$ cat src/rtl/core/tmd_pkg.sv
// tmd_pkg: shared constants, register codes and transfer types of the
// thermal motion detector. No dependencies.
`timescale 1ns / 1ps
package tmd_pkg;

  localparam int FRAME_PIXELS = 19200;
  localparam int POS_W        = $clog2(FRAME_PIXELS);
  localparam int SAMPLE_W     = 16;
  localparam int PIX_W        = 8;
  localparam int GAIN_W       = 12;
  localparam int THR_W        = 8;
  localparam int ACC_W        = 24;
  localparam int PROD_W       = PIX_W + GAIN_W;
  localparam int DECAY_W      = 16;
  localparam int DMUL_W       = ACC_W + DECAY_W;
  localparam int CFG_IDX_W    = 2;
  localparam int CFG_DATA_W   = 16;

  localparam logic [DECAY_W-1:0]  DECAY_Q16  = 16'd55706;
  localparam logic [DMUL_W:0]     DECAY_RND  = 41'd32768;
  localparam logic [PIX_W-1:0]    PIX_MAX    = 8'd255;
  localparam logic [ACC_W-1:0]    ACC_MAX    = 24'hFF_FFFF;
  localparam logic [ACC_W:0]      VAL_RND    = 25'd128;

  localparam logic [CFG_IDX_W-1:0] CFG_RAW_OFFSET       = 2'd0;
  localparam logic [CFG_IDX_W-1:0] CFG_AMPLIFY_GAIN     = 2'd1;
  localparam logic [CFG_IDX_W-1:0] CFG_MOTION_THRESHOLD = 2'd2;

  localparam logic signed [SAMPLE_W-1:0] RAW_OFFSET_RST = 16'sd1200;
  localparam logic [GAIN_W-1:0]          GAIN_RST       = 12'd1280;
  localparam logic [THR_W-1:0]           THR_RST        = 8'd128;

  typedef struct packed {
    logic [POS_W-1:0] pos;
    logic [PIX_W-1:0] pix;
    logic             last;
    logic             have_prev;
    logic             have_acc;
  } pix_item_t;

  typedef struct packed {
    logic motion_pixel;
    logic frame_moved;
    logic last;
  } result_t;

endpackage

$ cat src/rtl/core/tmd_seq.sv
// tmd_seq: offset removal and clipping, pixel position and frame state.
// Depends on tmd_pkg.
`timescale 1ns / 1ps
module tmd_seq
  import tmd_pkg::*;
(
  input  logic                       clk,
  input  logic                       rst_n,
  input  logic                       accept,
  input  logic signed [SAMPLE_W-1:0] raw_sample,
  input  logic                       frame_end,
  input  logic signed [SAMPLE_W-1:0] raw_offset,
  output pix_item_t                  item
);

  logic [POS_W-1:0]          pos_r, pos_nxt;
  logic                      have_prev_r, have_prev_nxt;
  logic                      have_acc_r, have_acc_nxt;
  logic signed [SAMPLE_W:0]  diff;
  logic                      is_last;

  always_comb begin
    diff = {raw_sample[SAMPLE_W-1], raw_sample} - {raw_offset[SAMPLE_W-1], raw_offset};
    is_last = frame_end || (pos_r == POS_W'(FRAME_PIXELS - 1));
    item.pos       = pos_r;
    item.last      = is_last;
    item.have_prev = have_prev_r;
    item.have_acc  = have_acc_r;
    if (diff <= 0) begin
      item.pix = '0;
    end else if (diff >= $signed({1'b0, {(SAMPLE_W-PIX_W){1'b0}}, PIX_MAX})) begin
      item.pix = PIX_MAX;
    end else begin
      item.pix = diff[PIX_W-1:0];
    end
  end

  always_comb begin
    pos_nxt       = pos_r;
    have_prev_nxt = have_prev_r;
    have_acc_nxt  = have_acc_r;
    if (accept) begin
      if (is_last) begin
        pos_nxt       = '0;
        have_prev_nxt = 1'b1;
        have_acc_nxt  = have_acc_r | have_prev_r;
      end else begin
        pos_nxt = pos_r + 1'b1;
      end
    end
  end

  always_ff @(posedge clk) begin
    if (!rst_n) begin
      pos_r       <= '0;
      have_prev_r <= 1'b0;
      have_acc_r  <= 1'b0;
    end else begin
      pos_r       <= pos_nxt;
      have_prev_r <= have_prev_nxt;
      have_acc_r  <= have_acc_nxt;
    end
  end

endmodule

$ cat config.mk
export PLATFORM = sky130hd
export DESIGN_NAME = tmd_seq
export DESIGN_NICKNAME = d
export VERILOG_FILES = /design/src/rtl/core/tmd_pkg.sv /design/src/rtl/core/tmd_seq.sv
export SDC_FILE = /design/constraint.sdc
export NUM_CORES = 1
export LEC_CHECK = 0
export ABC_AREA = 1
export CAP_MARGIN = 0
export CORE_MARGIN = 2
export CORE_UTILIZATION = 65
export CTS_CLUSTER_SIZE = 25
export DETAILED_ROUTE_END_ITERATION = 10
export DONT_BUFFER_PORTS = 1
export GPL_TIMING_DRIVEN = 0
export PLACE_DENSITY = 0.84
export SYNTH_ARGS = -nofsm -noshare
export SYNTH_HDL_FRONTEND = slang
export SYNTH_SLANG_ARGS = --single-unit
$ cat constraint.sdc
create_clock -name clk -period 3 [get_ports clk]
set_input_delay 0.15 -clock clk [delete_from_list [all_inputs] [get_ports clk]]
set_output_delay 0.15 -clock clk [all_outputs]
set_load 0.1 [all_outputs]
Yosys cells after proc, flatten, opt, wreduce, memory -nomap -nowiden
Cells that the tools add are included.

Register bits after elaboration: 17. Logic and storage cells: 14. Input port bits: 36. Output and inout bits: 26.

Reduce and logical (&&, ||, !) cells: 2. $lt $le $gt $ge: 2. Muxes and demuxes: 3. Equality and inequality tests: 1. Add/sub/neg operators: 2. Bitwise logic cells: 1.

Operators by type and width (number): $ge A17 B9 Y1 const B (1); $le A17 B1 Y1 const B (1); $sub A16 B16 Y17 (1); $mux W8 (2); $add A15 B1 Y15 const B (1); $eq A15 B15 Y1 const B (1); $mux W15 (1); $reduce_and A2 Y1 (1); $logic_or A1 B1 Y1 (1); $or A1 B1 Y1 (1).

Longest topological paths before layout
Depth in word-level cells: 4. Depth in mapped cells: 16. Mapped depth without buffers: 16.

Worst setup path after synthesis
No wires, ideal clock.

Kind: input -> output. From: input port raw_sample[0]. To: output port item[10] (netlist bit). Data arrival time: 2.972 ns. Stages: 15. Required time: 2.850 ns. Buffers on the path: 0. Path slack: -0.122 ns. Cells stage by stage: inv_1 -> ha_1 -> fa_1 -> inv_1 -> nand3_1 -> nand2_2 -> nand2_1 -> nand2_1 -> nand2_1 -> nand2_1 -> nand2_1 -> nand2_1 -> xor2_1 -> nand2_2 -> nor2_1.

RTL lines: from (decl) (line tmd_seq.sv:10) `input logic signed [SAMPLE_W-1:0] raw_sample,`; to (decl) (line tmd_seq.sv:13) `output pix_item_t item`.

==> results by group <==
Setup path
  • CP max stage cell: nor2_2
  • Largest fanout on the critical path: 8
  • Crit path cell chain: inv_1 > ha_1 > fa_1 > inv_1 > nand3_1 > nand2_2 > nand2_1 > nand2_1 > nand2_1 > nand2_1 > nand2_1 > nand2_1 > xor2_1 > nand2_2 > nor2_2
  • Flop-to-flop setup slack: 0.23 ns
  • CP required: about 2.9 ns
  • CP Class: in2out
  • Most used cell, CP: nand2_1
  • Crit. End Element: output port
  • Startpoint type of the worst setup path: input pin
  • Reg-to-Reg End: pos_r[14]
  • Crit-path max cell delay: 0.88 ns
  • Critical R2R Launch: pos_r[1]
  • Worst Reg-to-Reg Cells: 10
  • Data arrival, critical path: 2.85 ns

Routing
  • Drt first-iter violations: 101
  • Post-route ant nets: 0
  • DRC: 0
  • Via count: 2357
  • Per-cell routed wire length: between 10 and 15 µm
  • First-pass DRT Iterations: 4
  • Via density: 5.33
  • WL final: between 4000 and 5000 µm

Synth
  • Synth Area in Compound Gates: 0.0588
  • Main combinational cell family by area after synthesis: simple AND/OR/NAND/NOR gates
  • Flops & latches, synth: 17
  • Synth top area cells: nand2_1 (19%), dfxtp_1 (15%), inv_1 (13%), ha_1 (9.6%), nand3_1 (6.6%)
  • Adder-cell area share of the yosys netlist: 0.105
  • Sequential fraction of the synthesis area: 0.154
  • Synth Instances: 391
  • Synth Cell Area: 0.00221 mm²
  • Synth Area in Simple Gates: 0.513
  • Count of cell types in the netlist: 31
  • Xor/xnor share of the synthesized area: 0.0198
  • Syn Nets: about 450
  • Post-synthesis average cell area: 5.66 µm²
  • Synth warnings: 0
  • Multiplexer area fraction after synthesis: 0
  • Yosys top cell area share: 0.193
  • Yosys top cell by area: nand2_1

Power and ir drop
  • Lkg Pwr: 1.23 nW
  • PwrDens: about 390 mW/mm²
  • Power Total: 0.000904 W
  • Max VDD drop: 0.308 mV

Clocking
  • Clock insertion delay at the later pin of the skew report: 0.29 ns
  • TritonCTS buffer count: 3
  • H-Tree Depth: 1
  • CTS Root Cell: clkbuf_4
  • Post-CTS setup buffers: 0
  • # clock sinks: 17
  • CTS tree: done
  • Clk slew on worst S/H paths: 0.10 ns
  • Clock Tree Buf Depth: 2

Placed design
  • Hpwl dp: 3970 µm
  • GPL Wtd Cong: about 0.83
  • Number of buffers added on ports: 0
  • Placed inst area: 0.00229 mm²
  • Placed Instances: 437

Timing
  • Final number of max-transition violations: 0
  • Fmax: 333 MHz
  • Setup Skew: 0.00476 ns
  • Setup TNS: -0.00381 ns
  • Final min period: about 3 ns
  • Slew @ Worst Pin: 1.16 ns
  • Slack of the critical path: -0.00295 ns
  • Final hold violations: 0
  • Period utilization: 1.00
  • RSZ-0062 raised after global routing: true
  • Worst slew margin: 0.223
  • Final Setup Violations: 2

GRT
  • Vias in the first global route: ~2200
  • First-pass GRT wire length: 8690 µm
  • Grt ovf: 0
  • GRT Total Usage: 0.265
  • Initial antenna violation count: 0
  • Maximum number of pins on one net before global-route repair: 11

Final layout
  • Commonest non-fill, non-tap cell in the layout: nand2_1
  • Area delta synth->final: 5.37%
  • Post-Layout Inst Area: 0.00233 mm²
  • Most frequent cells in the layout: nand2_1 (114), inv_1 (76), nand3_1 (29)
  • Finished Layout Cells: 442
  • Diodes inserted: 0
  • Nets: approximately 450
  • Share of cells above drive strength 1: 0.139

Hold path
  • Hold path depth: 2
  • Hold Crit Endpoint: pos_r[13]
  • Hold Crit Class: in2reg
  • Hold Path Origin: accept

Flow run
  • Max-cap violation count: 0

Status
  • Status: finished, violations left
  • Violated checks: setup timing

Floorplan
  • I/O pins: 62
  • Die height: between 60 and 70 µm
  • Die W: around 62 µm
  • # rows: 21
  • Core ar.: 0.00331 mm²
  • Die area: 0.00389 mm²
  • Starting Density: 0.669
==> per-layer routing <==
layer	GRT usage	vias up	wire (µm)
met2	0.497	86	2490
met3	0.0450	13	358
li1	-	1228	-
met5	0	-	0
met1	0.288	1030	1950
met4	0.125	0	107
==> per-stage QoR <==
stage               utilization  setup slack, ns  hold WS [ns]
finish                    0.705         -0.00295       0.00143
global route              0.705           -0.206        0.0123
CTS                       0.703          -0.0186       0.00649
detailed placement        0.692          -0.0281         0.312
global placement          0.686           -0.392         0.303
floorplan                     -           -0.122         0.299
==> critical path, delay by kind of cell <==
family,cells,cell delay (ns)
AND/OR/NAND/NOR,10,1.76
adder cells (fa/ha/maj),2,0.61
XOR/XNOR,1,0.18
buffers and inverters,2,0.15
==> report_power, final <==
part           switching, W  leakage, nW  total [W]  internal, W
Combinational      0.000417         1.08   0.000533     0.000116
Sequential        0.0000172        0.138   0.000246     0.000229
Clock             0.0000725       0.0150   0.000124    0.0000518
Total              0.000507         1.23   0.000904     0.000397
==> registers in the layout, indices dropped and copies added (netlist names) <==
register / flops
have_prev_r: 1
have_acc_r: 1
pos_r: 15
==> synth_stat cells <==
library cell    n
inv_2           2
nor2_4          2
buf_4           3
nand4_1         7
inv_4           1
nand2_1       114
nor2_1         34
nor4_1          1
fa_1            1
nor2_2         11
o21a_1          1
and2_1          3
a21oi_2         2
nor3b_1         5
o22ai_1         1
a31oi_1         2
a211oi_1        1
o21ai_2         1
nand2_2        17
xor2_1          4
o21ai_1         1
ha_1           17
buf_2           2
a21oi_1        13
nor3_4          1
nand3_2         2
inv_1          76
xnor2_1         1
nand3_1        29
dfxtp_1        17
nor3_1         19
==> area by class of cell <==
type	count	area, µm²
plain buffers	5	32.5
flip-flops and latches	17	340
well taps	46	57.6
multi-input cells	290	1570
repair buffers	1	10.0
fillers	313	977
clock buffers	4	26.3
inverters	79	299
==> timing repair <==
action                                  4_1_cts  5_1_grt
resized for setup                             0        1
endpoints found under the setup margin        3        8
pin swaps                                     0        0
endpoints found under the hold margin         1        0
hold buffers                                  1        0
==> how the worst max path moves through the flow <==
stage                             start        to  slack [ns]  cells after the start
after floorplan           raw_sample[0]  item[10]       -0.12                     15
after global placement    raw_sample[0]  item[10]       -0.39                     15
after detailed placement  raw_sample[0]  item[10]       -0.03                     15
after CTS                 raw_sample[0]  item[10]       -0.02                     15
after global routing      raw_sample[0]   item[9]       -0.21                     15
final                     raw_sample[0]   item[8]      -0.003                     15
==> cell families after synthesis <==
kind of cell / Yosys count
simple gates: 245
buf+inv: 84
compound gates: 22
fa+ha+maj: 18
flops: 17
xor+xnor: 5
(Power assumes the default switching activity.)
