[src/rtl/core/tmd_pkg.sv]
// tmd_pkg: shared constants, register codes and transfer types of the
// thermal motion detector. No dependencies.
`timescale 1ns / 1ps
package tmd_pkg;

  localparam int FRAME_PIXELS = 19200;
  localparam int POS_W        = $clog2(FRAME_PIXELS);
  localparam int SAMPLE_W     = 16;
  localparam int PIX_W        = 8;
  localparam int GAIN_W       = 12;
  localparam int THR_W        = 8;
  localparam int ACC_W        = 24;
  localparam int PROD_W       = PIX_W + GAIN_W;
  localparam int DECAY_W      = 16;
  localparam int DMUL_W       = ACC_W + DECAY_W;
  localparam int CFG_IDX_W    = 2;
  localparam int CFG_DATA_W   = 16;

  localparam logic [DECAY_W-1:0]  DECAY_Q16  = 16'd55706;
  localparam logic [DMUL_W:0]     DECAY_RND  = 41'd32768;
  localparam logic [PIX_W-1:0]    PIX_MAX    = 8'd255;
  localparam logic [ACC_W-1:0]    ACC_MAX    = 24'hFF_FFFF;
  localparam logic [ACC_W:0]      VAL_RND    = 25'd128;

  localparam logic [CFG_IDX_W-1:0] CFG_RAW_OFFSET       = 2'd0;
  localparam logic [CFG_IDX_W-1:0] CFG_AMPLIFY_GAIN     = 2'd1;
  localparam logic [CFG_IDX_W-1:0] CFG_MOTION_THRESHOLD = 2'd2;

  localparam logic signed [SAMPLE_W-1:0] RAW_OFFSET_RST = 16'sd1200;
  localparam logic [GAIN_W-1:0]          GAIN_RST       = 12'd1280;
  localparam logic [THR_W-1:0]           THR_RST        = 8'd128;

  typedef struct packed {
    logic [POS_W-1:0] pos;
    logic [PIX_W-1:0] pix;
    logic             last;
    logic             have_prev;
    logic             have_acc;
  } pix_item_t;

  typedef struct packed {
    logic motion_pixel;
    logic frame_moved;
    logic last;
  } result_t;

endpackage

[src/rtl/core/tmd_obuf.sv]
// tmd_obuf: two-entry result buffer between the pipe and the result channel.
// Depends on tmd_pkg.
`timescale 1ns / 1ps
module tmd_obuf
  import tmd_pkg::*;
(
  input  logic    clk,
  input  logic    rst_n,
  input  logic    push,
  input  result_t din,
  input  logic    pop,
  output logic    out_valid,
  output result_t dout,
  output logic    space
);

  result_t    buf_r [2];
  logic       wr_ptr_r, rd_ptr_r;
  logic [1:0] cnt_r, cnt_nxt;

  assign out_valid = (cnt_r != 2'd0);
  assign space     = (cnt_r != 2'd2);
  assign dout      = buf_r[rd_ptr_r];

  always_comb begin
    cnt_nxt = cnt_r;
    case ({push, pop})
      2'b10:   cnt_nxt = cnt_r + 2'd1;
      2'b01:   cnt_nxt = cnt_r - 2'd1;
      default: cnt_nxt = cnt_r;
    endcase
  end

  always_ff @(posedge clk) begin
    if (push) begin
      buf_r[wr_ptr_r] <= din;
    end
  end

  always_ff @(posedge clk) begin
    if (!rst_n) begin
      wr_ptr_r <= 1'b0;
      rd_ptr_r <= 1'b0;
      cnt_r    <= 2'd0;
    end else begin
      cnt_r <= cnt_nxt;
      if (push) begin
        wr_ptr_r <= ~wr_ptr_r;
      end
      if (pop) begin
        rd_ptr_r <= ~rd_ptr_r;
      end
    end
  end

endmodule

[config.mk]
export PLATFORM = sky130hd
export DESIGN_NAME = tmd_obuf
export DESIGN_NICKNAME = d
export VERILOG_FILES = /design/src/rtl/core/tmd_pkg.sv /design/src/rtl/core/tmd_obuf.sv
export SDC_FILE = /design/constraint.sdc
export NUM_CORES = 1
export LEC_CHECK = 0
export BUFFER_PORTS_ARGS = -buffer_cell sky130_fd_sc_hd__clkbuf_2
export CAP_MARGIN = 15
export CORE_AREA = 4 4 41 43
export DETAILED_ROUTE_END_ITERATION = 8
export DIE_AREA = 0 0 45 47
export GPL_TIMING_DRIVEN = 1
export SLEW_MARGIN = 15
export SYNTH_ARGS = -nofsm -noshare
export SYNTH_HDL_FRONTEND = slang
export SYNTH_SLANG_ARGS = --single-unit
[constraint.sdc]
create_clock -name clk -period 1.5 [get_ports clk]
set_clock_uncertainty 0.1 [all_clocks]
set_input_delay 0.15 -clock clk [delete_from_list [all_inputs] [get_ports clk]]
set_output_delay 0.15 -clock clk [all_outputs]
set_load 0.02 [all_outputs]
=== Word-level counts from Yosys, hierarchy flattened ===
Memory sizes are Yosys's and may differ from the RTL's. A register that Yosys moved wholly into a read port is not among the register bits.
Index checks and enable logic that the tools add are counted.

* Logic and storage cells: 18
* Output and inout bits: 5
* Memories: 1
* Bits in registers: 4
* Bits in writable memories: 6
* Input bits: 7

* Eq/ne operators: 3
* Reduce and logical (&&, ||, !) cells: 2
* Multiplexer cells: 5
* Add/subtract/negate cells: 2
* Bitwise gates (word level): 2

{| class="wikitable"
|+ Memory list
! name !! words !! bits a word !! read ports !! clocked after Yosys merged registers in !! write ports !! line !! RTL
|-
| buf_r || 2 || 3 || 1 || 1 || 1 || tmd_obuf.sv:17 || <nowiki>result_t buf_r [2];</nowiki>
|}

{| class="wikitable"
|+ Operator list
! cell !! count
|-
| 2-to-1 mux 1 bit || 4
|-
| one-hot mux 2 bit (2 select lines) || 1
|-
| nonzero test 2 bit || 2
|-
| adder 2 x 1 -> 2 bit (second input constant) || 1
|-
| == test 2 x 1 -> 1 bit (second input constant) || 1
|-
| == test 2 bit (second input constant) || 1
|-
| != test 2 bit (second input constant) || 1
|-
| inverter 1 bit || 2
|-
| subtractor 2 x 1 -> 2 bit (second input constant) || 1
|}

=== Longest topological paths before layout ===
Gate-level depths: netlist of the first run.

* Depth after elaboration: 3
* Depth in mapped cells: 5
* Depth with buffers taken out: 5

=== Worst setup path after synthesis of the first run ===
Ideal clock, no wire load.

* Path type: input port to flip-flop
* Start point: input port push
* End point: register cnt_r[1]
* Stages: 4
* Data arrival time: 976 ps
* Setup slack: 354 ps
* Path through: inv_1 ha_1 or3_1 a21boi_1

* Longest elaborated chain between the ends: 2
* Elaborated cells between the ends (all ways): 4

{| class="wikitable"
|+ RTL lines
! element !! line !! RTL
|-
| start, declared || tmd_obuf.sv:9 || <nowiki>input logic push,</nowiki>
|-
| == test 2 x 1 -> 1 bit / == test 2 bit (equally long branches) || tmd_obuf.sv:27 || <nowiki>case ({push, pop})</nowiki>
|-
| one-hot mux 2 bit (2 select lines) / nonzero test 2 bit (equally long branches) || -- ||
|-
| end signal, assigned || tmd_obuf.sv:46 || <nowiki>cnt_r <= cnt_nxt;</nowiki>
|-
| end, declared || tmd_obuf.sv:19 || <nowiki>logic [1:0] cnt_r, cnt_nxt;</nowiki>
|}

Several ways; a longest one is shown, not always the timed one.
A chain may end at the register's enable or synchronous reset.

==> results by group, run 1 <==
Status
  • Status: finished clean

Global route
  • First-pass GRT wire length: 1.242 mm
  • Initial antenna violation count: 0
  • Total grt overflow: 0
  • Global Route Usage Sum: 0.08800
  • Vias in the first global route: between 300 and 400
  • Largest net degree at the start of global routing: 7

Min path
  • Worst hold start: rst_n
  • Worst hold path depth: 2
  • Hold crit path type: in2reg

Yosys
  • Yosys Warn Count: 0
  • Distinct cells, synth: 16
  • Syn_area_per_cell: between 10 and 15 um^2
  • Syn Nets: 39
  • FF+latch count, synth: 11
  • Sequential area share after synthesis: 0.6512
  • Cells after synthesis: 31
  • Cell Area, Synth: 430.4 um^2

Worst setup path
  • Setup CP Type: reg2out
  • Max incr delay on CP: between 300 and 400 ps
  • Worst setup path endpoint: dout[0]
  • Crit path buffers/inverters: 1
  • Reg2reg end: cnt_r[1]
  • CP max-delay cell: dfxtp_1
  • FF-to-FF setup slack: approximately 390 ps
  • Worst path cell trace: mux2_2, clkbuf_2
  • Crit-path leading delay family: flip-flops
  • WP depth: 2
  • Required @ worst endpoint: between 1000 and 1500 ps
  • Startpoint types: flip-flop
  • Critical-path maximum fanout: 3
  • Reg2reg path depth: 3
  • Critical R2R Launch: cnt_r[0]
  • Crit. End Element: output port
  • Crit path DAT: approximately 1100 ps

Place
  • Routability cong.: 0.6853
  • IO Port Bufs: 11
  • Dpl cells: 57
  • Final HPWL DP: between 500 and 600 um

Detailed routing
  • Via density: ~4.3
  • DR WL/cell: between 10 and 15 um
  • Iter 0 DRT Violations: 2
  • DRC viols: 0
  • Routed WL: just over 700 um
  • Vias: approximately 270
  • Post-route ant nets: 0
  • DRT Pass-1 Iters: 2

Finish
  • Fin cells: between 60 and 70
  • Multi-input logic area: roughly 150 um^2
  • Area Overhead vs Synth: 30.23%
  • Register Area: 280.3 um^2
  • Layout cell share with drive strength beyond 1: 0.3469
  • Ant diodes: 0
  • Filler cells: around 130
  • Final core occ: 0.4308
  • # nets final: 58

Run
  • Total of max-cap violations: 0

STA
  • Pins Over Slew Limit: 0
  • Final hold violation count: 0
  • Setup-failing EPs final: 0
  • Worst slew pin tran: roughly 330 ps
  • RSZ-0062 raised after global routing: false
  • Maximum clock rate: between 0.7 and 0.8 GHz
  • Setup TNS Final: 0 ps
  • Hold Slack: between 40 and 50 ps
  • Minimum clock period: ~1400 ps
  • Worst rel slew slack: 0.7774
  • Tcrit/Tclk final: 0.9214

CTS
  • CTS clk-pin slew, worst paths: roughly 60 ps
  • H-tree Lvls: 1
  • Clock Path Buffers: 2
  • Setup bufs post-CTS: 0
  • CTS Root Buffer Type: clkbuf_4
  • Worst skew pair latency: ~260 ps
  • CTS sink count: 11
  • Hold Buf Count CTS: 3
  • Post-CTS Resized: 0
  • CTS Buf Count: 3
  • CTS tree: built

Pwr
  • Leakage: between 0.2 and 0.25 nW
  • Final Total Pwr: approximately 0.00066 W
  • Max VDD drop: 0.5833 mV
  • PD cells: 1181 nW/um^2

Floorplan
  • Die H: 47 um
  • Die Width: 45 um
  • Die footprint: approximately 2100 um^2
  • Rows: 13
  • Initial core utilization: 0.3308
  • Ports: 12
  • CORE AREA: roughly 1300 um^2
[sequential cells by signal (all words and copies together), names as in the netlist, named ones only]
name      cells
rd_ptr_r      1
wr_ptr_r      1
cnt_r         2
buf_r         6
[where the power goes]
group	total (W)	internal [W]	switching (W)
registers	0.000357	0.000342	0.0000144
logic	0.000115	0.0000574	0.0000578
clock network	0.000190	0.000103	0.0000872
total	0.000662	0.000503	0.000159
[kinds of logic after synthesis]
| kind of cell | Yosys count | synth area share |
|---|---|---|
| flops | 11 | 0.6512 |
| buf+inv | 1 | 0.008713 |
| xor+xnor | 3 | 0.06106 |
| fa+ha+maj | 1 | 0.02907 |
| compound gates | 3 | 0.04651 |
| mux | 3 | 0.07848 |
| simple gates | 9 | 0.1250 |
[worst min path at each step]
stage,endpoint,slack [ps]
final,wr_ptr_r,40
after global routing,wr_ptr_r,50
after floorplan,buf_r[0][0],150
after global placement,buf_r[0][0],240
after CTS,wr_ptr_r,30
after detailed placement,buf_r[1][1],240
[synthesized netlist by cell type]
library cell,count,share of area
xor2_1,1,0.020
o21a_1,1,0.017
mux2_2,3,0.078
a21boi_1,1,0.017
xnor2_1,2,0.041
and2_1,4,0.058
inv_1,1,0.0087
or2_1,1,0.015
ha_1,1,0.029
edfxtp_1,6,0.42
o21ai_0,1,0.012
nand2b_1,1,0.015
nor2b_1,1,0.015
dfxtp_1,5,0.23
nor2_1,1,0.0087
or3_1,1,0.015
[cell type report]
| class | count | share of cell area |
|---|---|---|
| inverters | 1 | 0.006696 |
| multi-input cells | 19 | 0.2612 |
| repair buffers | 14 | 0.1518 |
| clock buffers | 4 | 0.04687 |
| well taps | 15 | 0.03348 |
| flip-flops and latches | 11 | 0.5000 |
[stage by stage]
stage | instance area, um^2 | setup WS, ps
3_3_place_gp | 504.2 | 218.1
4_1_cts | 560.5 | 84.95
3_5_place_dp | 504.2 | 158.0
5_1_grt | 560.5 | 22.94
6_report | 560.5 | 118.0
2_1_floorplan | 430.4 | 354.2
[metal layers]
metal | global-route usage | up-vias | routed length (um)
met5 | 0 | - | 0
met4 | 0.08772 | 0 | 24
met3 | 0.02299 | 4 | 37
met2 | 0.1667 | 7 | 410
met1 | 0.07075 | 122 | 235
li1 | - | 141 | -
[worst register-to-register path, stage by stage, from the launching register on]
cell and delay (ps):
dfxtp_1 390, xnor2_1 100, or3_1 310, a21boi_1 150
[layout by cell type (no fill, tap or decap)]
| master | netlist | final |
|---|---|---|
| nand2b_1 | 1 | 1 |
| ha_1 | 1 | 1 |
| dlygate4sd3_1 | 0 | 3 |
| mux2_2 | 3 | 3 |
| xnor2_1 | 2 | 2 |
| xor2_1 | 1 | 1 |
| clkbuf_4 | 0 | 3 |
| nor2b_1 | 1 | 1 |
| o21ai_0 | 1 | 1 |
| nor2_1 | 1 | 1 |
| or2_1 | 1 | 1 |
| inv_1 | 1 | 1 |
| and2_1 | 4 | 4 |
| clkbuf_1 | 0 | 1 |
| a21boi_1 | 1 | 1 |
| or3_1 | 1 | 1 |
| o21a_1 | 1 | 1 |
| dfxtp_1 | 5 | 5 |
| edfxtp_1 | 6 | 6 |
| clkbuf_2 | 0 | 11 |
(Power assumes the default switching activity.)
==> run 2, diff against run 1 <==
--- a/config.mk
+++ b/config.mk
@@ -5,11 +5,13 @@
 export SDC_FILE = /design/constraint.sdc
 export NUM_CORES = 1
 export LEC_CHECK = 0
+export ABC_AREA = 1
 export BUFFER_PORTS_ARGS = -buffer_cell sky130_fd_sc_hd__clkbuf_2
 export CAP_MARGIN = 15
 export CORE_AREA = 4 4 41 43
 export DETAILED_ROUTE_END_ITERATION = 8
 export DIE_AREA = 0 0 45 47
+export GPL_ROUTABILITY_DRIVEN = 0
 export GPL_TIMING_DRIVEN = 1
 export SLEW_MARGIN = 15
 export SYNTH_ARGS = -nofsm -noshare
==> constraint.sdc (replaced) <==
create_clock -name clk -period 1.2 [get_ports clk]
set_clock_uncertainty 0.1 [all_clocks]
set_input_delay 0.12 -clock clk [delete_from_list [all_inputs] [get_ports clk]]
set_output_delay 0.12 -clock clk [all_outputs]
set_load 0.02 [all_outputs]
==> results by group, run 2 <==
Yosys
  • FF+latch count, synth: 11 (unchanged)
  • Post-synth EDFFs: 6 (unchanged)
  • Distinct cells, synth: 14 (-2)
  • Asr flop ratio synth: 0 (unchanged)
  • Top cells by count, synth: nor2_1, edfxtp_1, nand2_1
  • Yosys Warn Count: 0 (unchanged)
  • Cell Area, Synth: 437.9 um^2 (+1.7%)
  • Syn_area_per_cell: 10.68 um^2 (-23%)
  • Top-count cell post-synth: nor2_1
  • Most area-hungry cell type in the Yosys netlist: edfxtp_1
  • Ys flop type: edfxtp_1
  • Top post-synthesis cells by area: edfxtp_1, dfxtp_1, mux2_1
  • Syn Nets: 49 (+26%)
  • Post-synth top area share: 0.4114 (-0.007176)
  • Cells after synthesis: 41 (+32%)
  • Sequential area share after synthesis: 0.6400 (-0.01116)

Finish
  • Largest registers: buf_r x6, cnt_r x2
  • # nets final: 72 (+24%)
  • Top reg by flops: buf_r
  • Most frequent cells in the layout: nor2_1, clkbuf_2, nand2_1, edfxtp_1, inv_1
  • Area Overhead vs Synth: 50.57%
  • Final core occ: 0.5067 (+0.07596)
  • Design Area, Final: 659.4 um^2 (+18%)
  • Layout cell share with drive strength beyond 1: 0.3810 (+0.03401)
  • Most common cell after layout, fill and taps aside: nor2_1
  • Ant diodes: 0 (unchanged)
  • Number of flip-flops in the largest register: 6 (unchanged)

Detailed routing
  • DR WL/cell: 10.23 um (-7.5%)
  • Iter 0 DRT Violations: 3 (+1)
  • Routed WL: 798 um (+13%)
  • Via density: 4.359 (+1.8%)
  • DRC viols: 0 (unchanged)
  • Post-route ant nets: 0 (unchanged)
  • DRT Pass-1 Iters: 2 (unchanged)
  • Vias: 340 (+24%)

Worst setup path
  • Setup CP Type: reg2out
  • Startpoint types: flip-flop
  • Max incr delay on CP: 370 ps (about the same)
  • Required @ worst endpoint: 980 ps (-270 ps)
  • Critical-path maximum fanout: 3 (unchanged)
  • Crit path DAT: 1080 ps (-50 ps)
  • Worst path cell trace: mux2_4, buf_8
  • CP max-delay cell: dfxtp_4
  • Crit. End Element: output port

Floorplan
  • Die Width: 45 um (unchanged)
  • CORE AREA: 1301 um^2 (unchanged)
  • Initial core utilization: 0.3365 (+0.005769)
  • Ports: 12 (unchanged)
  • Die footprint: 2115 um^2 (unchanged)
  • Rows: 13 (unchanged)
  • Die H: 47 um (unchanged)

Status
  • Status: complete, but fails checks
  • Failing checks: negative setup slack

STA
  • Setup-failing EPs final: 4 (+4)
  • Pins Over Slew Limit: 0 (unchanged)
  • Worst slew pin tran: 256.4 ps (-76.31 ps)
  • Maximum clock rate: 0.7694 GHz
  • Fin worst setup slack: -99.79 ps (-217.8 ps)
  • Worst rel slew slack: 0.8284 (+0.05106)
  • RSZ-0062 raised after global routing: true
  • Minimum clock period: approximately 1300 ps
  • Tcrit/Tclk final: 1.083
  • Final hold violation count: 0 (unchanged)

Place
  • Final HPWL DP: 560.1 um (-1.5%)
  • IO Port Bufs: 11 (unchanged)
  • Placed standard-cell area: 511.7 um^2 (+1.5%)

Pwr
  • PD cells: 1340 nW/um^2 (+13%)
  • Leakage: 0.3047 nW (+32%)
  • Max VDD drop: 0.7303 mV (+25%)

Min path
  • Hold crit path type: in2reg

CTS
  • CTS Root Buffer Type: clkbuf_4
  • CTS clk-pin slew, worst paths: 70 ps (about the same)
  • CTS Buf Count: 3 (unchanged)
  • CTS tree: built
  • Clock Path Buffers: 2 (unchanged)
  • CTS sink count: 11 (unchanged)
  • H-tree Lvls: 1 (unchanged)
  • Worst skew pair latency: 260 ps (about the same)

Global route
  • Global Route Usage Sum: 0.09440 (+0.006400)
  • Initial antenna violation count: 0 (unchanged)
  • Largest net degree at the start of global routing: 7 (unchanged)
  • Vias in the first global route: 322 (+4.5%)
  • Total grt overflow: 0 (unchanged)
  • First-pass GRT wire length: 1.317 mm (+6.0%)

Run
  • Total of max-cap violations: 0 (unchanged)
[run 2: cell types whose count changed after synthesis, sizes merged, moves of 4 or more]
cell | previous run | this run
and2 | 4 | 0
inv | 1 | 6
nand2 | 0 | 6
nor2 | 1 | 8
[run 2: repair_timing]
item                                    in CTS  in global routing
hold buffers                                 4                  0
resized for setup                           15                  4
pin swaps                                    1                  0
hold endpoints to repair                     8                  0
endpoints found under the setup margin       4                  4
buffers inserted                             1                  2
[run 2: final timing paths]
check                  from        to  slack (ps)  depth (start not counted)
hold reg to reg    wr_ptr_r  wr_ptr_r         410                          2
setup / recovery  flip-flop   dout[2]        -100                          2
setup reg to reg   cnt_r[0]  cnt_r[1]         220                          6
hold / removal         push  wr_ptr_r          30                          3
[run 2: per-stage QoR]
stage | setup slack (ps) | std cells | power [W] | setup TNS, ps | hold WS [ps]
after global placement | 123.5 | 67 | 0.0005708 | 0 | 212.8
after floorplan | 223.8 | 41 | 0.0005314 | 0 | 118.9
final | -99.79 | 78 | 0.0008835 | -296.3 | 33.01
after global routing | -144.0 | 78 | 0.0009451 | -480.8 | 35.28
after CTS | -120.8 | 76 | 0.0008750 | -359.9 | 31.36
after detailed placement | 106.3 | 67 | 0.0005746 | 0 | 217.6
[run 2: per-layer routing]
layer	global-route usage	vias up	share of wire
met5	0	-	0
met4	0.05263	0	0
met3	0.05747	0	0.056
met2	0.1667	11	0.55
met1	0.08255	154	0.39
li1	-	175	-
[run 2: power by group]
group,internal [W],switching (W)
sequential,0.000428,0.0000171
combinational,0.000108,0.0000849
clock,0.000128,0.000117
total,0.000665,0.000219
[run 2: logic make-up (layout without fill, tap and decap cells)]
group,after synthesis,count (layout),share of synthesized area
AOI/OAI and AO/OA,2,2,0.02284
xor gates and xnor gates,1,1,0.02000
buffers and inverters,6,28,0.05142
and+or+nand+nor,17,17,0.1600
DFF,11,11,0.6400
muxes,3,3,0.07714
adders and majority gates,1,1,0.02857
[run 2: area by class of cell]
type                            instances  area, um^2
Clock buffer                            4       26.28
Fill cell                             129       641.9
Inverter                                6       22.52
Multi-Input combinational cell         24       146.4
Sequential cell                        11       289.0
Tap cell                               15       18.77
Timing Repair Buffer                   18       156.4
[run 2: worst max-delay path, delay by kind of cell (launching register included)]
family,cells,cell delay (ps)
flops,1,370
buf+inv,1,130
mux,1,310
==> run 3, diff against run 2 <==
--- a/config.mk
+++ b/config.mk
@@ -12,7 +12,9 @@
 export DETAILED_ROUTE_END_ITERATION = 8
 export DIE_AREA = 0 0 45 47
 export GPL_ROUTABILITY_DRIVEN = 0
-export GPL_TIMING_DRIVEN = 1
+export GPL_TIMING_DRIVEN = 0
+export HOLD_SLACK_MARGIN = 0.02
+export PLACE_DENSITY = 0.6
 export SLEW_MARGIN = 15
 export SYNTH_ARGS = -nofsm -noshare
 export SYNTH_HDL_FRONTEND = slang
==> results by group, run 3 (synthesis results as in run 2) <==
Place
  • IO Port Bufs: 11 (unchanged)
  • Final HPWL DP: 552.3 um (-1.4%)
  • Post-place setup slack: 106.3 ps (unchanged)
  • Placed standard-cell area: 511.7 um^2 (unchanged)

Run
  • Total of max-cap violations: 0 (unchanged)

Worst setup path
  • Crit. End Element: output port
  • Reg2reg path depth: 1 (-5)
  • Setup CP Type: reg2out
  • Required @ worst endpoint: 980 ps (about the same)
  • Critical-path maximum fanout: 3 (unchanged)
  • FF-to-FF setup slack: 230 ps (about the same)
  • Reg2reg end: buf_r[0][2]
  • Crit path DAT: 1080 ps (about the same)
  • Max incr delay on CP: 370 ps (about the same)
  • CP max-delay cell: dfxtp_4
  • Critical R2R Launch: wr_ptr_r
  • Crit path buffers/inverters: 1 (unchanged)
  • Worst path cell trace: mux2_4, buf_8
  • Crit-path leading delay family: flip-flops
  • Startpoint types: flip-flop

Floorplan
  • Initial core utilization: 0.3365 (unchanged)
  • Die Width: 45 um (unchanged)
  • Die footprint: 2115 um^2 (unchanged)
  • Die H: 47 um (unchanged)
  • Rows: 13 (unchanged)
  • CORE AREA: 1301 um^2 (unchanged)
  • Ports: 12 (unchanged)

CTS
  • CTS tree: built
  • CTS sink count: 11 (unchanged)
  • CTS Root Buffer Type: clkbuf_4
  • Clock Path Buffers: 2 (unchanged)
  • Worst skew pair latency: 270 ps (about the same)
  • CTS Buf Count: 3 (unchanged)
  • CTS clk-pin slew, worst paths: 70 ps (about the same)
  • H-tree Lvls: 1 (unchanged)

Finish
  • Layout cell share with drive strength beyond 1: 0.3607 (-0.02030)
  • Largest registers: buf_r x6, cnt_r x2
  • Multi-input logic area: 146.4 um^2 (unchanged)
  • Ant diodes: 0 (unchanged)
  • # nets final: 70 (-2.8%)
  • Register Area: 286.5 um^2 (-0.87%)
  • Number of flip-flops in the largest register: 6 (unchanged)
  • Most frequent cells in the layout: nor2_1, nand2_1, edfxtp_1, clkbuf_2, inv_1
  • Design Area, Final: 641.9 um^2 (-2.7%)
  • Most common cell after layout, fill and taps aside: nor2_1
  • Top reg by flops: buf_r
  • Filler cells: 135 (+4.7%)
  • Area Overhead vs Synth: 46.57%

STA
  • Hold Slack: 25.44 ps (-7.566 ps)
  • Final hold violation count: 0 (unchanged)
  • Pins Over Slew Limit: 0 (unchanged)
  • Tcrit/Tclk final: 1.080 (-0.002896)
  • Minimum clock period: 1296 ps (-3.475 ps)
  • Maximum clock rate: 0.7714 GHz (+0.27%)
  • Setup-failing EPs final: 4 (unchanged)
  • RSZ-0062 raised after global routing: true
  • Fin worst setup slack: -96.31 ps (+3.475 ps)
  • Worst rel slew slack: 0.8299 (+0.001458)
  • Worst slew pin tran: 254.2 ps (-2.179 ps)

Pwr
  • Leakage: 0.2931 nW (-3.8%)
  • P_int: 0.0006564 W (-1.2%)
  • Final Total Pwr: 0.0008771 W (-0.72%)
  • Net Sw Power: 0.0002207 W (+0.79%)
  • Max VDD drop: 0.6035 mV (-17%)
  • Switching share of power: 0.2516 (+0.003765)
  • PD cells: 1367 nW/um^2 (+2.0%)
  • Combinational Power Share: 0.206 (-0.012)
  • Reg power frac: 0.509 (+0.005)
  • Clock power frac: 0.285 (+0.007)

Global route
  • Vias in the first global route: 296 (-8.1%)
  • Initial antenna violation count: 0 (unchanged)
  • Largest net degree at the start of global routing: 7 (unchanged)
  • Global Route Usage Sum: 0.08960 (-0.004800)
  • First-pass GRT wire length: 1.235 mm (-6.2%)
  • Total grt overflow: 0 (unchanged)

Min path
  • Worst Hold Path EP: wr_ptr_r
  • Worst hold start: push
  • Worst hold path depth: 3 (unchanged)
  • Hold crit path type: in2reg

Detailed routing
  • Routed WL: 793 um (-0.63%)
  • DR WL/cell: 10.43 um (+2.0%)
  • Vias: 332 (-2.4%)
  • Iter 0 DRT Violations: 3 (unchanged)
  • DRC viols: 0 (unchanged)
  • DRT Pass-1 Iters: 4 (+2)
  • Post-route ant nets: 0 (unchanged)
  • Via density: 4.368 (+0.22%)

Status
  • Status: complete, but fails checks
  • Failing checks: negative setup slack
-- run 3: timing repair --
action	CTS	global route
resized for setup	15	4
hold buffers	4	0
pin swaps	1	0
setup endpoints to repair	4	5
endpoints found under the hold margin	8	0
setup buffers	1	0
-- run 3: worst max path at each step --
| stage | slack [ps] | startpoint | endpoint | cells past startpoint |
|---|---|---|---|---|
| 4_1_cts | -120 | flip-flop | dout[0] | 2 |
| 5_1_grt | -140 | flip-flop | dout[1] | 2 |
| 6_report | -100 | flip-flop | dout[2] | 2 |
| 2_1_floorplan | 220 | flip-flop | dout[0] | 1 |
| 3_5_place_dp | 110 | flip-flop | dout[0] | 2 |
| 3_3_place_gp | 120 | push | cnt_r[1] | 8 |
-- run 3: through the flow --
step	cells	TNS [ps]	util
2_1_floorplan	41	0	-
3_5_place_dp	67	0	0.3933
6_report	76	-292.3	0.4933
3_3_place_gp	67	0	0.3933
5_1_grt	76	-464.0	0.4933
4_1_cts	76	-371.0	0.4904
-- run 3: cell type report --
cell class	instances	share of cell area
Timing Repair Buffer	16	0.2203
Clock buffer	4	0.04094
Multi-Input combinational cell	24	0.2281
Tap cell	15	0.02924
Sequential cell	11	0.4464
Inverter	6	0.03509
-- run 3: per-layer routing --
| layer | share of wire | GRT usage | vias up |
|---|---|---|---|
| met1 | 0.38 | 0.08491 | 143 |
| met5 | 0 | 0 | - |
| met3 | 0.098 | 0.06897 | 2 |
| met4 | 0.0038 | 0.03509 | 0 |
| li1 | - | - | 172 |
| met2 | 0.52 | 0.1469 | 15 |
-- run 3: power groups by stage --
stage / Clock, W / Sequential (W) / Combinational [W]
floorplan: 0 / 0.000448 / 0.0000836
global route: 0.000284 / 0.000449 / 0.000198
detailed placement: 0 / 0.000453 / 0.000121
finish: 0.000250 / 0.000447 / 0.000181
CTS: 0.000259 / 0.000447 / 0.000174
global placement: 0 / 0.000452 / 0.000119
